--- config.mk ---
export PLATFORM = sky130hd
export DESIGN_NAME = subq_frame_toc_hysteresis_detector_flat
export DESIGN_NICKNAME = d
export VERILOG_FILES = /design/src/rtl/sqtoc_pkg.sv /design/src/rtl/sqtoc_if.sv /design/src/rtl/sqtoc_judge.sv /design/src/rtl/subq_frame_toc_hysteresis_detector.sv /design/src/flat_wrapper.sv
export SDC_FILE = /design/constraint.sdc
export NUM_CORES = 1
export LEC_CHECK = 0
export BUFFER_PORTS_ARGS = -buffer_cell sky130_fd_sc_hd__buf_4
export CAP_MARGIN = 40
export CORE_MARGIN = 5
export CORE_UTILIZATION = 30
export DETAILED_ROUTE_END_ITERATION = 10
export GPL_ROUTABILITY_DRIVEN = 1
export GPL_TIMING_DRIVEN = 0
export SETUP_SLACK_MARGIN = 0.02
export SYNTH_ARGS = -nofsm -noshare
export SYNTH_HDL_FRONTEND = slang
export SYNTH_HIERARCHICAL = 1
export SYNTH_SLANG_ARGS = --single-unit
--- constraint.sdc ---
create_clock -name clk_i -period 5.2 [get_ports clk_i]
set_clock_uncertainty 0.15 [all_clocks]
set_input_delay 0.52 -clock clk_i [delete_from_list [all_inputs] [get_ports clk_i]]
set_output_delay 0.52 -clock clk_i [all_outputs]
set_load 0.02 [all_outputs]
--- src/rtl/sqtoc_pkg.sv ---
// Package: shared types, constants and register codes for the subcode frame detector.
`default_nettype none

package sqtoc_pkg;

  // Frame geometry
  localparam int unsigned FrameBytesDef = 12;
  localparam int unsigned BitIdxW       = 3;
  localparam int unsigned ByteW         = 8;

  typedef logic [ByteW-1:0] byte_t;

  // Hysteresis counter and tick counter
  localparam int unsigned HystW = 6;
  localparam int unsigned TickW = 16;

  typedef logic [HystW-1:0] hyst_t;
  typedef logic [TickW-1:0] tick_t;

  localparam hyst_t HystMax = '1;

  // Configuration port
  localparam int unsigned CfgIdxW  = 2;
  localparam int unsigned CfgDataW = 16;

  typedef enum logic [CfgIdxW-1:0] {
    CFG_TRIGGER_LEVEL = 2'd0,
    CFG_RELOAD_LEVEL  = 2'd1,
    CFG_TIMEOUT_TICKS = 2'd2
  } cfg_idx_e;

  localparam hyst_t TriggerRst = 6'd17;
  localparam hyst_t ReloadRst  = 6'd11;
  localparam tick_t TimeoutRst = 16'd1000;

  // Frame byte positions read by the rule
  localparam int unsigned PosB0 = 0;
  localparam int unsigned PosB1 = 1;
  localparam int unsigned PosB2 = 2;
  localparam int unsigned PosB3 = 3;
  localparam int unsigned PosB6 = 6;

  // Control byte bits for a data sector
  localparam int unsigned CtlDataBit  = 6;
  localparam int unsigned CtlCopyBit  = 4;
  localparam int unsigned CtlTopBit   = 7;

  // Byte codes used by the rule
  localparam byte_t CodeCtlAudio = 8'h01;
  localparam byte_t CodePtA0     = 8'hA0;
  localparam byte_t CodePtA1     = 8'hA1;
  localparam byte_t CodePtA2     = 8'hA2;
  localparam byte_t CodePt01     = 8'h01;
  localparam byte_t CodeMinHi    = 8'h98;
  localparam byte_t CodeMinLo    = 8'h02;

  // Bytes of a completed frame that the rule looks at
  typedef struct packed {
    byte_t b0;
    byte_t b1;
    byte_t b2;
    byte_t b3;
    byte_t b6;
  } frame_view_t;

  // Outcome of the rule for one tick
  typedef struct packed {
    logic  inject;
    hyst_t level;
  } judge_res_t;

endpackage

`default_nettype wire

--- src/rtl/sqtoc_if.sv ---
// Interfaces: valid/ready channels for line samples and detector results.
`default_nettype none

interface sqtoc_sample_if;
  import sqtoc_pkg::*;

  logic valid;
  logic ready;
  logic clock_level;
  logic data_level;

  modport source (output valid, output clock_level, output data_level, input ready);
  modport sink   (input valid, input clock_level, input data_level, output ready);
endinterface

interface sqtoc_result_if;
  import sqtoc_pkg::*;

  logic  valid;
  logic  ready;
  logic  frame_done;
  logic  inject_start;
  hyst_t hysteresis_level;

  modport source (output valid, output frame_done, output inject_start,
                  output hysteresis_level, input ready);
  modport sink   (input valid, input frame_done, input inject_start,
                  input hysteresis_level, output ready);
endinterface

`default_nettype wire

--- src/rtl/sqtoc_judge.sv ---
// Frame rule and hysteresis counter with trigger and reload.
`default_nettype none

module sqtoc_judge (
  input  wire                      clk_i,
  input  wire                      rst_ni,
  input  wire                      en_i,
  input  sqtoc_pkg::frame_view_t   frame_i,
  input  sqtoc_pkg::hyst_t         trigger_i,
  input  sqtoc_pkg::hyst_t         reload_i,
  output sqtoc_pkg::judge_res_t    res_o
);
  import sqtoc_pkg::*;

  hyst_t hyst_q, hyst_d;
  hyst_t stepped;
  logic  data_sector;
  logic  quiet_bytes;
  logic  pointer_hit;
  logic  inc;
  logic  fire;

  // Classify the frame
  assign data_sector = frame_i.b0[CtlDataBit] & ~frame_i.b0[CtlCopyBit] &
                       ~frame_i.b0[CtlTopBit];
  assign quiet_bytes = (frame_i.b1 == '0) && (frame_i.b6 == '0);
  assign pointer_hit = (frame_i.b2 == CodePtA0) || (frame_i.b2 == CodePtA1) ||
                       (frame_i.b2 == CodePtA2) ||
                       ((frame_i.b2 == CodePt01) &&
                        ((frame_i.b3 >= CodeMinHi) || (frame_i.b3 <= CodeMinLo)));
  assign inc = (data_sector && quiet_bytes && pointer_hit) ||
               ((hyst_q != '0) && ((frame_i.b0 == CodeCtlAudio) || data_sector) &&
                quiet_bytes);

  // Step the counter, saturating at both ends
  always_comb begin
    if (inc) begin
      stepped = (hyst_q != HystMax) ? hyst_q + hyst_t'(1) : hyst_q;
    end else begin
      stepped = (hyst_q != '0) ? hyst_q - hyst_t'(1) : hyst_q;
    end
  end

  assign fire = (stepped >= trigger_i);

  // Apply only on a completed frame
  always_comb begin
    hyst_d       = hyst_q;
    res_o.inject = 1'b0;
    if (en_i) begin
      hyst_d       = fire ? reload_i : stepped;
      res_o.inject = fire;
    end
    res_o.level  = hyst_d;
  end

  // Hold the counter
  always_ff @(posedge clk_i or negedge rst_ni) begin
    if (!rst_ni) begin
      hyst_q <= '0;
    end else begin
      hyst_q <= hyst_d;
    end
  end

endmodule

`default_nettype wire

--- src/rtl/subq_frame_toc_hysteresis_detector.sv ---
// Top level: serial subcode frame assembly, timeout and hysteresis trigger.
//
//   channel   | dir | payload                                        | transfer
//   ----------+-----+------------------------------------------------+----------------
//   sample_i  | in  | clock_level, data_level                        | valid & ready
//   result_o  | out | frame_done, inject_start, hysteresis_level     | valid & ready
//   cfg       | in  | cfg_idx_i, cfg_data_i                          | cfg_we_i
//
// One sample per cycle while result_o does not stall; each sample yields its result in the cycle after its transfer.
// All state updates and the frame rule run in one pass into the result register.
// sample_i.ready is high whenever the result register is empty or being taken,
// so a stall on result_o holds at most one pending result.
// Reset clears all control state and loads the register defaults; the frame
// store holds no reset and every entry read by the rule is written first.
`default_nettype none

module subq_frame_toc_hysteresis_detector #(
  parameter int unsigned FRAME_BYTES = sqtoc_pkg::FrameBytesDef
) (
  input  wire                            clk_i,
  input  wire                            rst_ni,
  sqtoc_sample_if.sink                   sample_i,
  sqtoc_result_if.source                 result_o,
  input  wire                            cfg_we_i,
  input  wire [sqtoc_pkg::CfgIdxW-1:0]   cfg_idx_i,
  input  wire [sqtoc_pkg::CfgDataW-1:0]  cfg_data_i
);
  import sqtoc_pkg::*;

  localparam int unsigned ByteIdxW = $clog2(FRAME_BYTES);
  localparam logic [ByteIdxW:0] FrameLen = (ByteIdxW+1)'(FRAME_BYTES);

  // Configuration registers
  hyst_t trigger_q, reload_q;
  tick_t timeout_q;

  // Frame assembly state
  logic                 last_clk_q, last_clk_d;
  tick_t                hi_cnt_q, hi_cnt_d;
  logic [BitIdxW-1:0]   bit_idx_q, bit_idx_d;
  byte_t                shift_q, shift_d;
  logic [ByteIdxW-1:0]  byte_idx_q, byte_idx_d;
  byte_t                store_q [FRAME_BYTES];

  // Result register
  logic  out_valid_q;
  logic  done_q;
  logic  inject_q;
  hyst_t level_q;

  logic          xfer_in;
  logic          rise;
  logic          hold_hi;
  byte_t         byte_new;
  logic          byte_end;
  logic [ByteIdxW:0] byte_nxt;
  logic          frame_end;
  tick_t         hi_cnt_inc;
  logic          timeout_hit;
  frame_view_t   frame_view;
  judge_res_t    judge_res;

  // Pick a frame byte; the last byte of the frame comes from the shifter
  function automatic byte_t pick_byte(input int unsigned pos);
    byte_t res;
    if (pos == FRAME_BYTES - 1) begin
      res = byte_new;
    end else begin
      res = store_q[ByteIdxW'(pos)];
    end
    return res;
  endfunction

  // Configuration writes
  always_ff @(posedge clk_i or negedge rst_ni) begin
    if (!rst_ni) begin
      trigger_q <= TriggerRst;
      reload_q  <= ReloadRst;
      timeout_q <= TimeoutRst;
    end else if (cfg_we_i) begin
      unique case (cfg_idx_e'(cfg_idx_i))
        CFG_TRIGGER_LEVEL: trigger_q <= cfg_data_i[HystW-1:0];
        CFG_RELOAD_LEVEL:  reload_q  <= cfg_data_i[HystW-1:0];
        CFG_TIMEOUT_TICKS: timeout_q <= cfg_data_i[TickW-1:0];
        default: ;
      endcase
    end
  end

  // Input handshake
  assign sample_i.ready = !out_valid_q || result_o.ready;
  assign xfer_in        = sample_i.valid && sample_i.ready;

  // Edge, byte and frame detection
  assign rise      = sample_i.clock_level && !last_clk_q;
  assign hold_hi   = sample_i.clock_level && last_clk_q;
  assign byte_new  = shift_q | (byte_t'(sample_i.data_level) << bit_idx_q);
  assign byte_end  = rise && (bit_idx_q == '1);
  assign byte_nxt  = {1'b0, byte_idx_q} + (ByteIdxW+1)'(1);
  assign frame_end = byte_end && (byte_nxt >= FrameLen);

  // Saturating high-time counter and timeout
  assign hi_cnt_inc  = (hi_cnt_q != '1) ? hi_cnt_q + tick_t'(1) : hi_cnt_q;
  assign timeout_hit = (hi_cnt_inc > timeout_q);

  // Next frame-assembly state
  always_comb begin
    last_clk_d = last_clk_q;
    hi_cnt_d   = hi_cnt_q;
    bit_idx_d  = bit_idx_q;
    shift_d    = shift_q;
    byte_idx_d = byte_idx_q;
    if (xfer_in) begin
      last_clk_d = sample_i.clock_level;
      if (rise) begin
        hi_cnt_d  = '0;
        bit_idx_d = bit_idx_q + BitIdxW'(1);
        shift_d   = byte_end ? '0 : byte_new;
        if (byte_end) begin
          byte_idx_d = frame_end ? '0 : byte_nxt[ByteIdxW-1:0];
        end
      end else if (hold_hi) begin
        hi_cnt_d = hi_cnt_inc;
        if (timeout_hit) begin
          hi_cnt_d   = '0;
          bit_idx_d  = '0;
          shift_d    = '0;
          byte_idx_d = '0;
        end
      end
    end
  end

  always_ff @(posedge clk_i or negedge rst_ni) begin
    if (!rst_ni) begin
      last_clk_q <= 1'b1;
      hi_cnt_q   <= '0;
      bit_idx_q  <= '0;
      shift_q    <= '0;
      byte_idx_q <= '0;
    end else begin
      last_clk_q <= last_clk_d;
      hi_cnt_q   <= hi_cnt_d;
      bit_idx_q  <= bit_idx_d;
      shift_q    <= shift_d;
      byte_idx_q <= byte_idx_d;
    end
  end

  // Store each finished byte at its frame position
  always_ff @(posedge clk_i) begin
    if (xfer_in && byte_end) begin
      store_q[byte_idx_q] <= byte_new;
    end
  end

  // Frame rule
  always_comb begin
    frame_view.b0 = pick_byte(PosB0);
    frame_view.b1 = pick_byte(PosB1);
    frame_view.b2 = pick_byte(PosB2);
    frame_view.b3 = pick_byte(PosB3);
    frame_view.b6 = pick_byte(PosB6);
  end

  sqtoc_judge u_judge (
    .clk_i     (clk_i),
    .rst_ni    (rst_ni),
    .en_i      (xfer_in && frame_end),
    .frame_i   (frame_view),
    .trigger_i (trigger_q),
    .reload_i  (reload_q),
    .res_o     (judge_res)
  );

  // Result register: load on an input transfer, drop once taken
  always_ff @(posedge clk_i or negedge rst_ni) begin
    if (!rst_ni) begin
      out_valid_q <= 1'b0;
    end else if (xfer_in) begin
      out_valid_q <= 1'b1;
    end else if (result_o.ready) begin
      out_valid_q <= 1'b0;
    end
  end

  always_ff @(posedge clk_i) begin
    if (xfer_in) begin
      done_q   <= frame_end;
      inject_q <= judge_res.inject;
      level_q  <= judge_res.level;
    end
  end

  assign result_o.valid            = out_valid_q;
  assign result_o.frame_done       = done_q;
  assign result_o.inject_start     = inject_q;
  assign result_o.hysteresis_level = level_q;

  // A trigger only comes with a completed frame
  assert property (@(posedge clk_i) disable iff (!rst_ni)
    (out_valid_q && inject_q) |-> done_q)
    else $error("inject_start without frame_done");

  // An empty result register never blocks the input
  assert property (@(posedge clk_i) disable iff (!rst_ni)
    !out_valid_q |-> sample_i.ready)
    else $error("input stalled with empty result register");

  // Every input transfer leaves a result pending
  assert property (@(posedge clk_i) disable iff (!rst_ni)
    xfer_in |=> out_valid_q)
    else $error("input transfer produced no result");

  // Byte position stays inside the frame
  assert property (@(posedge clk_i) disable iff (!rst_ni)
    ({1'b0, byte_idx_q} < FrameLen))
    else $error("byte position beyond frame length");

endmodule

`default_nettype wire

--- src/flat_wrapper.sv ---
// flat-port wrapper written by rule: the top's interface ports become plain ports
module subq_frame_toc_hysteresis_detector_flat import sqtoc_pkg::*;
#(
  parameter int unsigned FRAME_BYTES = sqtoc_pkg::FrameBytesDef
)
  (clk_i, rst_ni, cfg_we_i, cfg_idx_i, cfg_data_i, sample_i_valid, sample_i_clock_level, sample_i_data_level, sample_i_ready, result_o_valid, result_o_frame_done, result_o_inject_start, result_o_hysteresis_level, result_o_ready);
  sqtoc_sample_if sample_i_i ();
  sqtoc_result_if result_o_i ();
  input  wire clk_i;
  input  wire rst_ni;
  input  wire cfg_we_i;
  input  wire [sqtoc_pkg::CfgIdxW-1:0] cfg_idx_i;
  input  wire [sqtoc_pkg::CfgDataW-1:0] cfg_data_i;
  input wire logic [$bits(sample_i_i.valid)-1:0] sample_i_valid;
  input wire logic [$bits(sample_i_i.clock_level)-1:0] sample_i_clock_level;
  input wire logic [$bits(sample_i_i.data_level)-1:0] sample_i_data_level;
  output wire logic [$bits(sample_i_i.ready)-1:0] sample_i_ready;
  output wire logic [$bits(result_o_i.valid)-1:0] result_o_valid;
  output wire logic [$bits(result_o_i.frame_done)-1:0] result_o_frame_done;
  output wire logic [$bits(result_o_i.inject_start)-1:0] result_o_inject_start;
  output wire logic [$bits(result_o_i.hysteresis_level)-1:0] result_o_hysteresis_level;
  input wire logic [$bits(result_o_i.ready)-1:0] result_o_ready;
  assign sample_i_i.valid = sample_i_valid;
  assign sample_i_i.clock_level = sample_i_clock_level;
  assign sample_i_i.data_level = sample_i_data_level;
  assign sample_i_ready = sample_i_i.ready;
  assign result_o_valid = result_o_i.valid;
  assign result_o_frame_done = result_o_i.frame_done;
  assign result_o_inject_start = result_o_i.inject_start;
  assign result_o_hysteresis_level = result_o_i.hysteresis_level;
  assign result_o_i.ready = result_o_ready;
  subq_frame_toc_hysteresis_detector #(.FRAME_BYTES(FRAME_BYTES)) u_core (.clk_i(clk_i), .rst_ni(rst_ni), .sample_i(sample_i_i), .result_o(result_o_i), .cfg_we_i(cfg_we_i), .cfg_idx_i(cfg_idx_i), .cfg_data_i(cfg_data_i));
endmodule
Yosys cells after proc, flatten, opt, wreduce, memory -nomap -nowiden
Memories as Yosys holds them, arrays and structs flattened. Index checks and enable logic that the tools add are counted.

Bits in registers: 75. RAM bits: 96. Output and inout port bits: 10. Memories: 1. Bits of input ports: 25.

Memories: u_core.store_q (words 12, width 8, rd ports 5, clocked after Yosys merged registers in 0, wr ports 1, RTL line subq_frame_toc_hysteresis_detector.sv:43) `byte_t store_q [FRAME_BYTES];`.

Bitwise gates (word level): 5. Shift operators: 1. Equality and inequality tests: 11. Mux-type cells: 25. Reductions and logical operators: 35. Add/subtract/negate cells: 5. Order comparisons: 5.

Operators with widths (number): $mux 16 (4); $mux 8 (4); $mux 6 (5); $eq 8x8->1 const B (3); $mux 4 (5); $add 16x1->16 const B (1); $eq 8x1->1 const B (2); $gt 16x16->1 (1); $logic_not 8->1 (2); $ne 16x16->1 const B (1); $logic_and 1x1->1 (13); $mux 3 (3); $ge 8x8->1 const B (1); $le 8x2->1 const B (1); $or 8x8->8 (1); $reduce_and 2->1 (4); $shl 1x3->8 (1); $logic_or 1x1->1 (7); $add 6x1->6 const B (1); $ge 6x6->1 (1); $ne 6x6->1 const B (1); $reduce_bool 2->1 (3); $reduce_bool 6->1 (1); $sub 6x1->6 const B (1); 14 further kinds (20).

Depth between registers and ports, before layout
Gate-level depths: netlist of run 1.

Word-level depth: 11. Gate-level depth with buffers: 16.

Modules after synthesis
The synthesis of run 1 kept the hierarchy.

By module, submodules not included: subq_frame_toc_hysteresis_detector (cells an instance 421, instances 1, sequential area each 2982.9 um2, area an instance 5082.4 um2); sqtoc_judge (cells an instance 145, instances 1, sequential area each 150.1 um2, area an instance 1058.5 um2).

Least setup slack after synthesis of run 1
Ideal clock, no wire load.

Path kind: register -> register. From: memory u_core/store_q[2][1] (netlist name). To: register u_core.level_q[1] (netlist: u_core/result_o.hysteresis_level[1]), data pin. Slack: 1474 ps. Data arrival time: 3303 ps. Data required time: 4777 ps. Path buffers: 0. Cell stages (with the launch flop): 12. Cells stage by stage: edfxtp_1 or4b_2 a311oi_1 a211oi_1 or4_1 o2111ai_1 ha_1 nand2b_1 a31oi_1 o21ai_1 a2111oi_0 nor3_1.

RTL lines: from (decl) (RTL line subq_frame_toc_hysteresis_detector.sv:43); to (signal assigned) (RTL line subq_frame_toc_hysteresis_detector.sv:191) `level_q <= judge_res.level;`; to (decl) (RTL line subq_frame_toc_hysteresis_detector.sv:49) `hyst_t level_q;`.

==> results of run 1 <==
==> synth_stat cells, drive strengths merged (3+ instances only) <==
library cell   n  area, um2
o21a           4      30.03
ha            33      412.9
a21o           7      52.55
nor2          37      138.9
and2          11      68.82
edfxtp        48       1441
nand2         57      214.0
nand3b         3      22.52
o2111ai        3      26.28
and4           5      46.29
a21oi         20      100.1
xnor2         11      96.34
or2            5      31.28
nand2b         4      25.02
a31o           5      43.79
nand4         20      131.4
o221ai         3      26.28
inv           33      123.9
o211ai        13      102.6
mux2i          3      30.03
o21ai         14      73.82
nand3         24      125.1
a31oi         10      62.56
or3            3      18.77
nor2b          5      31.28
dfrtp         55       1376
nor3          11      55.05
o31ai          4      35.03
buf           11      72.56
a211oi         4      42.54
mux2          32      360.4
dfstp         12      315.3
or4            7      60.06
and3           8      50.05
clkbuf        13      48.80
nor4           6      43.79
==> path summary, 6_finish.rpt <==
| kind | end | cells after the start | slack, ns | from |
|---|---|---|---|---|
| max | u_core/result_o.hysteresis_level[1] | 13 | 0.95 | u_core/u_judge/hyst_q[4] |
| min | u_core/result_o.valid | 2 | 0.18 | sample_i_valid |
| max reg2reg | u_core/result_o.hysteresis_level[1] | 13 | 0.95 | u_core/u_judge/hyst_q[4] |
| min reg2reg | u_core/shift_q[6] | 2 | 0.35 | u_core/shift_q[6] |
| max in group asynchronous | u_core/timeout_q[7] | 3 | 3.93 | rst_ni |
| min in group asynchronous | u_core/shift_q[6] | 2 | 0.36 | rst_ni |
==> cells by family (layout without fill, tap and decap cells) <==
kind of cell / Yosys count / in the layout / synth area share
mux: 35 / 35 / 0.06357
buf+inv: 57 / 126 / 0.03993
flops: 115 / 115 / 0.5102
simple gates: 211 / 211 / 0.1809
fa+ha+maj: 33 / 33 / 0.06724
xor+xnor: 13 / 13 / 0.01854
compound gates: 102 / 102 / 0.1196
==> sequential cells by signal, indices dropped and copies added (netlist names) <==
signal                            count
u_core/store_q                       40
u_core/hi_cnt_q                      16
u_core/timeout_q                     16
u_core/shift_q                        8
u_core/reload_q                       6
u_core/result_o.hysteresis_level      6
u_core/trigger_q                      6
u_core/u_judge/hyst_q                 6
u_core/byte_idx_q                     4
u_core/bit_idx_q                      3
u_core/last_clk_q                     1
u_core/result_o.frame_done            1
u_core/result_o.inject_start          1
u_core/result_o.valid                 1
==> report_power, final <==
part	internal [mW]	switching, mW	total, mW
Sequential	1.11	0.0871	1.19
Combinational	0.381	0.559	0.940
Clock	0.771	0.460	1.23
==> through the flow <==
stage / power, mW / setup slack [ns] / cell area (um2) / hold WS [ns] / instances
after floorplan: 1.883 / 1.474 / 6141 / 0.07441 / 566
after global placement: 2.133 / 0.9716 / 6734 / 0.3268 / 870
after detailed placement: 2.151 / 0.9891 / 6766 / 0.2465 / 872
after CTS: 3.400 / 0.9042 / 7398 / 0.1652 / 905
after global routing: 3.583 / 0.4873 / 7398 / 0.1710 / 905
final: 3.364 / 0.9487 / 7398 / 0.1810 / 905
==> per-layer routing <==
metal	vias to the layer above	routed length, um	global-route usage
met5	-	0	0
met4	0	179	0.04328
met3	15	520	0.02601
met2	72	6545	0.1935
met1	2162	6131	0.1548
li1	2213	-	-
==> placed cells by master (no fill, tap or decap), drive strengths merged, types with 3 or more instances in the layout <==
master   instances
nand2           57
dfrtp           55
edfxtp          48
buf             47
inv             40
nor2            37
ha              33
mux2            32
clkbuf          31
nand3           24
a21oi           20
nand4           20
o21ai           14
o211ai          13
dfstp           12
xnor2           11
and2            11
nor3            11
a31oi           10
and3             8
a21o             7
or4              7
nor4             6
a31o             5
nor2b            5
and4             5
or2              5
o21a             4
nand2b           4
o31ai            4
a211oi           4
bufinv           3
clkinv           3
nand3b           3
or3              3
o221ai           3
o2111ai          3
mux2i            3
==> final cells by class <==
type	instances	area, um2
inverters	33	123.9
well taps	270	337.8
clock inverters	14	192.7
clock buffers	18	429.2
repair buffers	37	297.8
fillers	2027	12770
plain buffers	24	121.4
multi-input cells	394	2763
flip-flops and latches	115	3133
==> critical path, cell delays in order (launching register included) <==
cell and delay [ns]:
dfrtp_1 0.37, buf_6 0.13, or4_4 0.54, or2_0 0.20
buf_2 0.15, a211oi_1 0.55, nor2_1 0.11, o2111ai_1 0.27
ha_1 0.27, nand2b_1 0.14, a31oi_1 0.21, o21ai_1 0.30
a2111oi_0 0.46, nor3_1 0.12
==> timing repair <==
action                                  CTS  global route
endpoints found under the setup margin    0             0
hold buffers                              1             0
endpoints found under the hold margin    12             0
==> summary.md, run 1 <==
| Metric | Value |
|---|---|
| DRT Pass-1 Iters | 4 |
| Maxcap violations | 0 |
| Total Wirelength | 13.38 mm |
| Detailed placement HPWL | 9.572 mm |
| Placer Congestion | 0.8244 |
| Critical Path End Type | flip-flop |
| Primary FF master, synth | dfrtp_1 |
| Leak | 3.105 nW |
| Setup-failing EPs final | 0 |
| Avg Cell Area, Syn | 10.85 um2 |
| Vias in the first global route | 4,363 |
| GRT Overall Usage | 0.1185 |
| Syn nets | 624 |
| Core area | 20,170 um2 |
| Max Fclk | 0.2352 GHz |
| Die Wd | 153.1 um |
| Via count | 4,462 |
| Initial core utilization | 0.3045 |
| Worst hold path type | in2reg |
| Ys async rst share | 0.5826 |
| Antenna violations before repair | 0 |
| EDFF count, synth | 48 |
| Clock sink count | 115 |
| CTS tree | built |
| Yosys reg bits | 115 |
| CP startpoint kind | flip-flop |
| Die Footprint | 23,430 um2 |
| Seq/Total Area, Yosys | 0.5102 |
| Post-Syn Area | 6141 um2 |
| Peak supply drop | 0.2718 mV |
| Yosys warnings | 6 |
| Area Overhead vs Synth | 20.48% |
| Setup Total Neg Slack | 0 ns |
| Net count, final | 680 |
| Final Slew Violations | 0 |
| Largest net degree at the start of global routing | 56 |
| Post-synthesis cell type count | 67 |
| Fin. Hold Viols | 0 |
| H-tree level count | 4 |
| Clock-pin slew on the worst setup and hold paths | 0.06 ns |
| Data required, critical path | 5.20 ns |
| I/O Pins | 35 |
| Layout cell share with drive strength beyond 1 | 0.2283 |
| RSZ-0062 raised after global routing | false |
| Slew @ Worst Pin | 0.8753 ns |
| Drt drc | 0 |
| Initial drt markers | 218 |
| Crit Path Class | reg2reg |
| Num CTS Buffers | 17 |
| Post-CTS Setup Bufs | 0 |
| Port bufs | 34 |
| Fin util | 0.3668 |
| Routed WL per cell | 14.78 um |
| CTS Root Cell | clkbuf_16 |
| First-pass GRT wire length | 22.38 mm |
| Clk buf depth | 2 |
| Post-route ant nets | 0 |
| Global route total overflow | 0 |
| Min Tclk post-route | 4.251 ns |
| Ant. Diodes | 0 |
| Cells after Synth | 566 |
| Worst EP arrival | 4.25 ns |
| Vias per Instance | 4.930 |
| Power density cells | 454.7 nW/um2 |
| Status | complete, no violations |
| FP Rows | 52 |
| Max FO, Critical Path | 10 |
| Rel. slew slack | 0.4152 |
| Clock latency on the worst-skew pair | 0.42 ns |
| Final worst-path cycle share | 0.8176 |
| DIE HEIGHT | 153.1 um |
| CTS-repair resized insts | 0 |
(Power assumes the default switching activity.)
==> inputs of run 2 (changes only) <==
==> constraint.sdc (replaced) <==
create_clock -name clk_i -period 4.1 [get_ports clk_i]
set_clock_uncertainty 0.15 [all_clocks]
set_input_delay 0.41 -clock clk_i [delete_from_list [all_inputs] [get_ports clk_i]]
set_output_delay 0.41 -clock clk_i [all_outputs]
set_load 0.02 [all_outputs]
==> run 2 against run 1 <==
Net effect: worst hold slack worse by 0.11 ns; clock-buffer cell count stayed put; die area did not move; fmax is 8.0% higher; combinational power rose by 40%; cell count is 0.33% higher; first-iteration DRC count fell by 2.3%; critical path depth shrank 2; critical endpoint unchanged.
==> summary.md, run 2 (synthesized netlist as in run 1, its figures left out) <==
| Metric | Value |
|---|---|
| Status | complete, no violations |
| Worst r2r src | u_core/store_q[2][1] |
| Total Wirelength | 13.57 mm |
| H-tree level count | 4 |
| DIE HEIGHT | 153.1 um |
| I/O Pins | 35 |
| Post-route ant nets | 0 |
| Cell Chain, Critical Path | or4b_2 -> a311oi_4 -> a211oi_4 -> or4_1 -> o2111ai_1 -> ha_1 -> nand2b_1 -> a31oi_4 -> o211a_2 -> and4_4 -> nor3_1 |
| Max reg flops | 40 |
| Min Tclk post-route | 3.936 ns |
| Vias in the first global route | 4,376 |
| Num CTS Buffers | 17 |
| Most frequent cells in the layout | nand2_1 (57), dfrtp_1 (51), edfxtp_1 (48) |
| RSZ-0062 raised after global routing | false |
| CP peak stage delay | 0.72 ns |
| CP startpoint kind | flip-flop |
| Hold Path Sink | u_core/result_o.valid |
| Setup-failing EPs final | 0 |
| Placer Congestion | 0.8244 |
| Max Fclk | 0.2540 GHz |
| FP Rows | 52 |
| Rel. slew slack | 0.4359 |
| Net count, final | 683 |
| Peak supply drop | 0.3480 mV |
| Vias per Instance | 4.948 |
| Via count | 4,493 |
| Fin util | 0.3738 |
| Die Footprint | 23,430 um2 |
| Power density cells | 583.0 nW/um2 |
| Post-DP Area | 6766 um2 |
| CTS Root Cell | clkbuf_16 |
| Worst hold path type | in2reg |
| Design area | 7538 um2 |
| Worst path slowest cell | or4b_2 |
| Data required, critical path | 4.10 ns |
| FF-to-FF setup slack | 0.16 ns |
| Maxcap violations | 0 |
| Drt drc | 0 |
| Final worst-path cycle share | 0.9601 |
| Most common cell after layout, fill and taps aside | nand2_1 |
| Antenna violations before repair | 0 |
| Reg-to-Reg End | u_core/result_o.hysteresis_level[1] |
| DP Cell Count | 872 |
| Area Overhead vs Synth | 22.76% |
| Detailed placement HPWL | 9.572 mm |
| Ant. Diodes | 0 |
| Die Wd | 153.1 um |
| Clock sink count | 115 |
| Crit path buffers/inverters | 0 |
| CP delay by family, top | simple AND/OR/NAND/NOR gates |
| Worst R2R Path Depth | 11 |
| Port bufs | 34 |
| Core area | 20,170 um2 |
| Top flop regs | u_core/store_q x40, u_core/hi_cnt_q x16, u_core/timeout_q x16 |
| Non-Filler Instances | 908 |
| Largest net degree at the start of global routing | 56 |
| Initial core utilization | 0.3045 |
| Leak | 3.139 nW |
| Hold path start | sample_i_valid |
| Fin. Hold Viols | 0 |
| First-pass GRT wire length | 22.47 mm |
| Global route total overflow | 0 |
| Layout cell share with drive strength beyond 1 | 0.2618 |
| Clock latency on the worst-skew pair | 0.42 ns |
| Worst EP arrival | 3.94 ns |
| Final Slew Violations | 0 |
| Initial drt markers | 213 |
| GRT Overall Usage | 0.1188 |
| Clk buf depth | 2 |
| Clock-pin slew on the worst setup and hold paths | 0.06 ns |
| DRT Pass-1 Iters | 4 |
| Slew @ Worst Pin | 0.8443 ns |
| Crit Path Class | reg2reg |
| Max FO, Critical Path | 8 |
| CTS tree | built |
| Routed WL per cell | 14.94 um |
| Biggest register | u_core/store_q |
| Critical Path End Type | flip-flop |
| WHS Path Cells | 2 |
-- run 2: cell types whose count changed in the layout (fill, tap and decap cells not counted), sizes merged --
cell	delta
buf	+4
clkbuf	-1
-- run 2: worst max path at each step --
stage / endpoint / startpoint / slack [ns] / cells after the start
floorplan: u_core/result_o.hysteresis_level[1] / u_core/store_q[2][1] / 0.37 / 11
global placement: u_core/result_o.hysteresis_level[1] / u_core/u_judge/hyst_q[4] / -0.13 / 13
detailed placement: u_core/result_o.hysteresis_level[1] / u_core/u_judge/hyst_q[4] / -0.11 / 13
CTS: u_core/result_o.hysteresis_level[1] / u_core/u_judge/hyst_q[4] / 0.04 / 14
global route: u_core/result_o.hysteresis_level[1] / u_core/store_q[2][1] / 0.002 / 11
finish: u_core/result_o.hysteresis_level[1] / u_core/store_q[2][1] / 0.16 / 11
-- run 2: routing by layer --
| layer | up-vias | share of wire | GRT usage |
|---|---|---|---|
| met5 | - | 0 | 0 |
| met4 | 0 | 0.015 | 0.04328 |
| met3 | 19 | 0.040 | 0.02601 |
| met2 | 83 | 0.49 | 0.1939 |
| met1 | 2173 | 0.45 | 0.1554 |
| li1 | 2218 | - | - |
-- run 2: where the power goes --
| part | leakage (nW) | switching [mW] | internal, mW |
|---|---|---|---|
| sequential | 1.27 | 0.110 | 1.40 |
| clock | 0.302 | 0.584 | 0.977 |
| combinational | 1.57 | 0.783 | 0.538 |
-- run 2: metrics by stage --
step / power, mW / TNS, ns / hold slack, ns / worst slack [ns]
global placement: 2.705 / -0.1880 / 0.3268 / -0.1284
detailed placement: 2.727 / -0.1822 / 0.1365 / -0.1109
global route: 4.670 / 0 / 0.06102 / 0.001758
finish: 4.395 / 0 / 0.06943 / 0.1635
floorplan: 2.389 / 0 / -0.03559 / 0.3737
CTS: 4.332 / 0 / 0.05520 / 0.04060
-- run 2: final cells by class --
class                           count  area [um2]
Sequential cell                   115        3138
Buffer                             23       121.4
Timing Repair Buffer               41       327.8
Multi-Input combinational cell    394        2868
Clock inverter                     14       192.7
Fill cell                        2008       12630
Clock buffer                       18       429.2
Inverter                           33       123.9
Tap cell                          270       337.8
-- run 2: what timing repair did --
| action | in CTS | in global routing |
|---|---|---|
| hold endpoints to repair | 12 | 0 |
| endpoints found under the setup margin | 19 | 35 |
| buffers inserted | 2 | 2 |
| hold buffers | 1 | 0 |
| resized for setup | 6 | 21 |
| pin swaps | 1 | 2 |
==> inputs of run 3 (changes only) <==
--- a/config.mk
+++ b/config.mk
@@ -12,6 +12,7 @@
 export DETAILED_ROUTE_END_ITERATION = 10
 export GPL_ROUTABILITY_DRIVEN = 1
 export GPL_TIMING_DRIVEN = 0
+export PLACE_DENSITY = 0.41
 export SETUP_SLACK_MARGIN = 0.02
 export SYNTH_ARGS = -nofsm -noshare
 export SYNTH_HDL_FRONTEND = slang
==> run 3 against run 2 <==
Net effect: total power fell by 1.4%; combinational power is essentially flat; register-to-register slack is essentially flat; critical path depth is the same; worst setup slack worse by 0.0087 ns; sequential share of layout area fell by 0.055 points; clock-buffer cell count shrank 1; critical endpoint unchanged; largest power group is now sequential cells.
==> summary.md, run 3 (synthesized netlist as in run 1, its figures left out) <==
| Metric | Value |
|---|---|
| Status | complete, no violations |
| Min Tclk post-route | 3.945 ns |
| Power density cells | 574.0 nW/um2 |
| Worst EP arrival | 3.94 ns |
| Net count, final | 689 |
| Die Footprint | 23,430 um2 |
| Maxcap violations | 0 |
| Layout cell share with drive strength beyond 1 | 0.2748 |
| Max reg flops | 40 |
| Worst hold path type | in2reg |
| Vias per Instance | 4.961 |
| Initial drt markers | 181 |
| Routed WL per cell | 16.10 um |
| Fin. Hold Viols | 0 |
| Post-route ant nets | 0 |
| Max Fclk | 0.2535 GHz |
| Non-Filler Instances | 914 |
| Post-DP Area | 6771 um2 |
| RSZ-0062 raised after global routing | true |
| DP Cell Count | 873 |
| GRT Overall Usage | 0.1294 |
| Worst Setup Slack, final | 0.1548 ns |
| Setup Total Neg Slack | 0 ns |
| CTS Root Cell | clkbuf_16 |
| CP startpoint kind | flip-flop |
| CTS tree | built |
| Top flop regs | u_core/store_q x40, u_core/hi_cnt_q x16, u_core/timeout_q x16 |
| Drt drc | 0 |
| Antenna violations before repair | 0 |
| Largest net degree at the start of global routing | 61 |
| Total power | 4.332 mW |
| Placer Congestion | 0.7882 |
| Area Overhead vs Synth | 22.92% |
| Clock latency on the worst-skew pair | 0.41 ns |
| DIE HEIGHT | 153.1 um |
| Clock sink count | 115 |
| Most common cell after layout, fill and taps aside | nand2_1 |
| Total Wirelength | 14.71 mm |
| Num CTS Buffers | 17 |
| First-pass GRT wire length | 24.32 mm |
| Rel. slew slack | 0.6119 |
| Vias in the first global route | 4,548 |
| I/O Pins | 35 |
| Max FO, Critical Path | 8 |
| H-tree level count | 4 |
| Biggest register | u_core/store_q |
| Core area | 20,170 um2 |
| Port bufs | 34 |
| Slew @ Worst Pin | 0.5821 ns |
| Peak supply drop | 0.3085 mV |
| Ant. Diodes | 0 |
| Fillers | 2,010 |
| Data required, critical path | 4.10 ns |
| Design area | 7548 um2 |
| Die Wd | 153.1 um |
| Clock-pin slew on the worst setup and hold paths | 0.06 ns |
| FF-to-FF setup slack | 0.15 ns |
| Critical Path End Type | flip-flop |
| Global route total overflow | 0 |
| DRT Pass-1 Iters | 4 |
| Final Slew Violations | 0 |
| Crit Path Class | reg2reg |
| FP Rows | 52 |
| Clk buf depth | 2 |
| Pre-CTS WS | -0.2301 ns |
| Fin util | 0.3743 |
| Detailed placement HPWL | 10.71 mm |
| Initial core utilization | 0.3045 |
| Leak | 3.154 nW |
| Setup-failing EPs final | 0 |
| Final worst-path cycle share | 0.9622 |
| Hold Worst Slack | 0.07558 ns |
| Via count | 4,534 |
| Most frequent cells in the layout | nand2_1 (56), dfrtp_1 (51), edfxtp_1 (48) |
[run 3: changes by cell type in the layout (fill, tap and decap cells not counted), sizes merged]
cell      before  now
buf           51   58
clkbuf        30   28
clkinvlp       1    3
bufinv         3    2
[run 3: final cells by class]
type / instances / area, um2 / share of cell area
flip-flops and latches: 115 / 3138 / 0.4157
repair buffers: 48 / 381.6 / 0.05056
clock inverters: 15 / 171.4 / 0.02271
plain buffers: 22 / 117.6 / 0.01558
clock buffers: 17 / 425.4 / 0.05636
multi-input cells: 394 / 2853 / 0.3779
well taps: 270 / 337.8 / 0.04475
inverters: 33 / 123.9 / 0.01641
[run 3: report_power, final]
part / internal (mW) / switching [mW] / total [mW]
Clock: 0.912 / 0.581 / 1.49
Combinational: 0.534 / 0.778 / 1.31
Sequential: 1.40 / 0.124 / 1.53
Total: 2.85 / 1.48 / 4.33
[run 3: metal layers]
layer | share of wire | wire length, um | up-vias | track usage
met5 | 0 | 0 | - | 0
met4 | 0.011 | 155 | 0 | 0.03946
met3 | 0.029 | 430 | 12 | 0.03167
met2 | 0.50 | 7284 | 68 | 0.2113
met1 | 0.47 | 6843 | 2234 | 0.1705
li1 | - | - | 2220 | -
[run 3: critical path: stages, from the launching register on]
cell	delay (ns)
edfxtp_1	0.37
or4b_2	0.69
a311oi_2	0.33
a211oi_2	0.16
or4_1	0.53
o2111ai_1	0.13
ha_1	0.27
nand2b_1	0.19
a31oi_4	0.24
o211a_2	0.33
and4_4	0.24
nor3_1	0.06
[run 3: timing repair]
item                       CTS  global route
setup buffers                1             9
pin swaps                    1             5
setup endpoints to repair   33            35
hold buffers                 1             0
resized for setup            6            23
hold endpoints to repair    56             0
[run 3: path summary, 6_finish.rpt]
path | from | to | cells past startpoint
worst max register to register | u_core/store_q[2][1] | u_core/result_o.hysteresis_level[1] | 11
max in group asynchronous | rst_ni | u_core/last_clk_q | 3
worst min register to register | u_core/shift_q[2] | u_core/shift_q[2] | 2
worst min-delay path | cfg_data_i[12] | u_core/timeout_q[12] | 2
min in group asynchronous | rst_ni | u_core/u_judge/hyst_q[0] | 2
worst max-delay path | u_core/store_q[2][1] | u_core/result_o.hysteresis_level[1] | 11
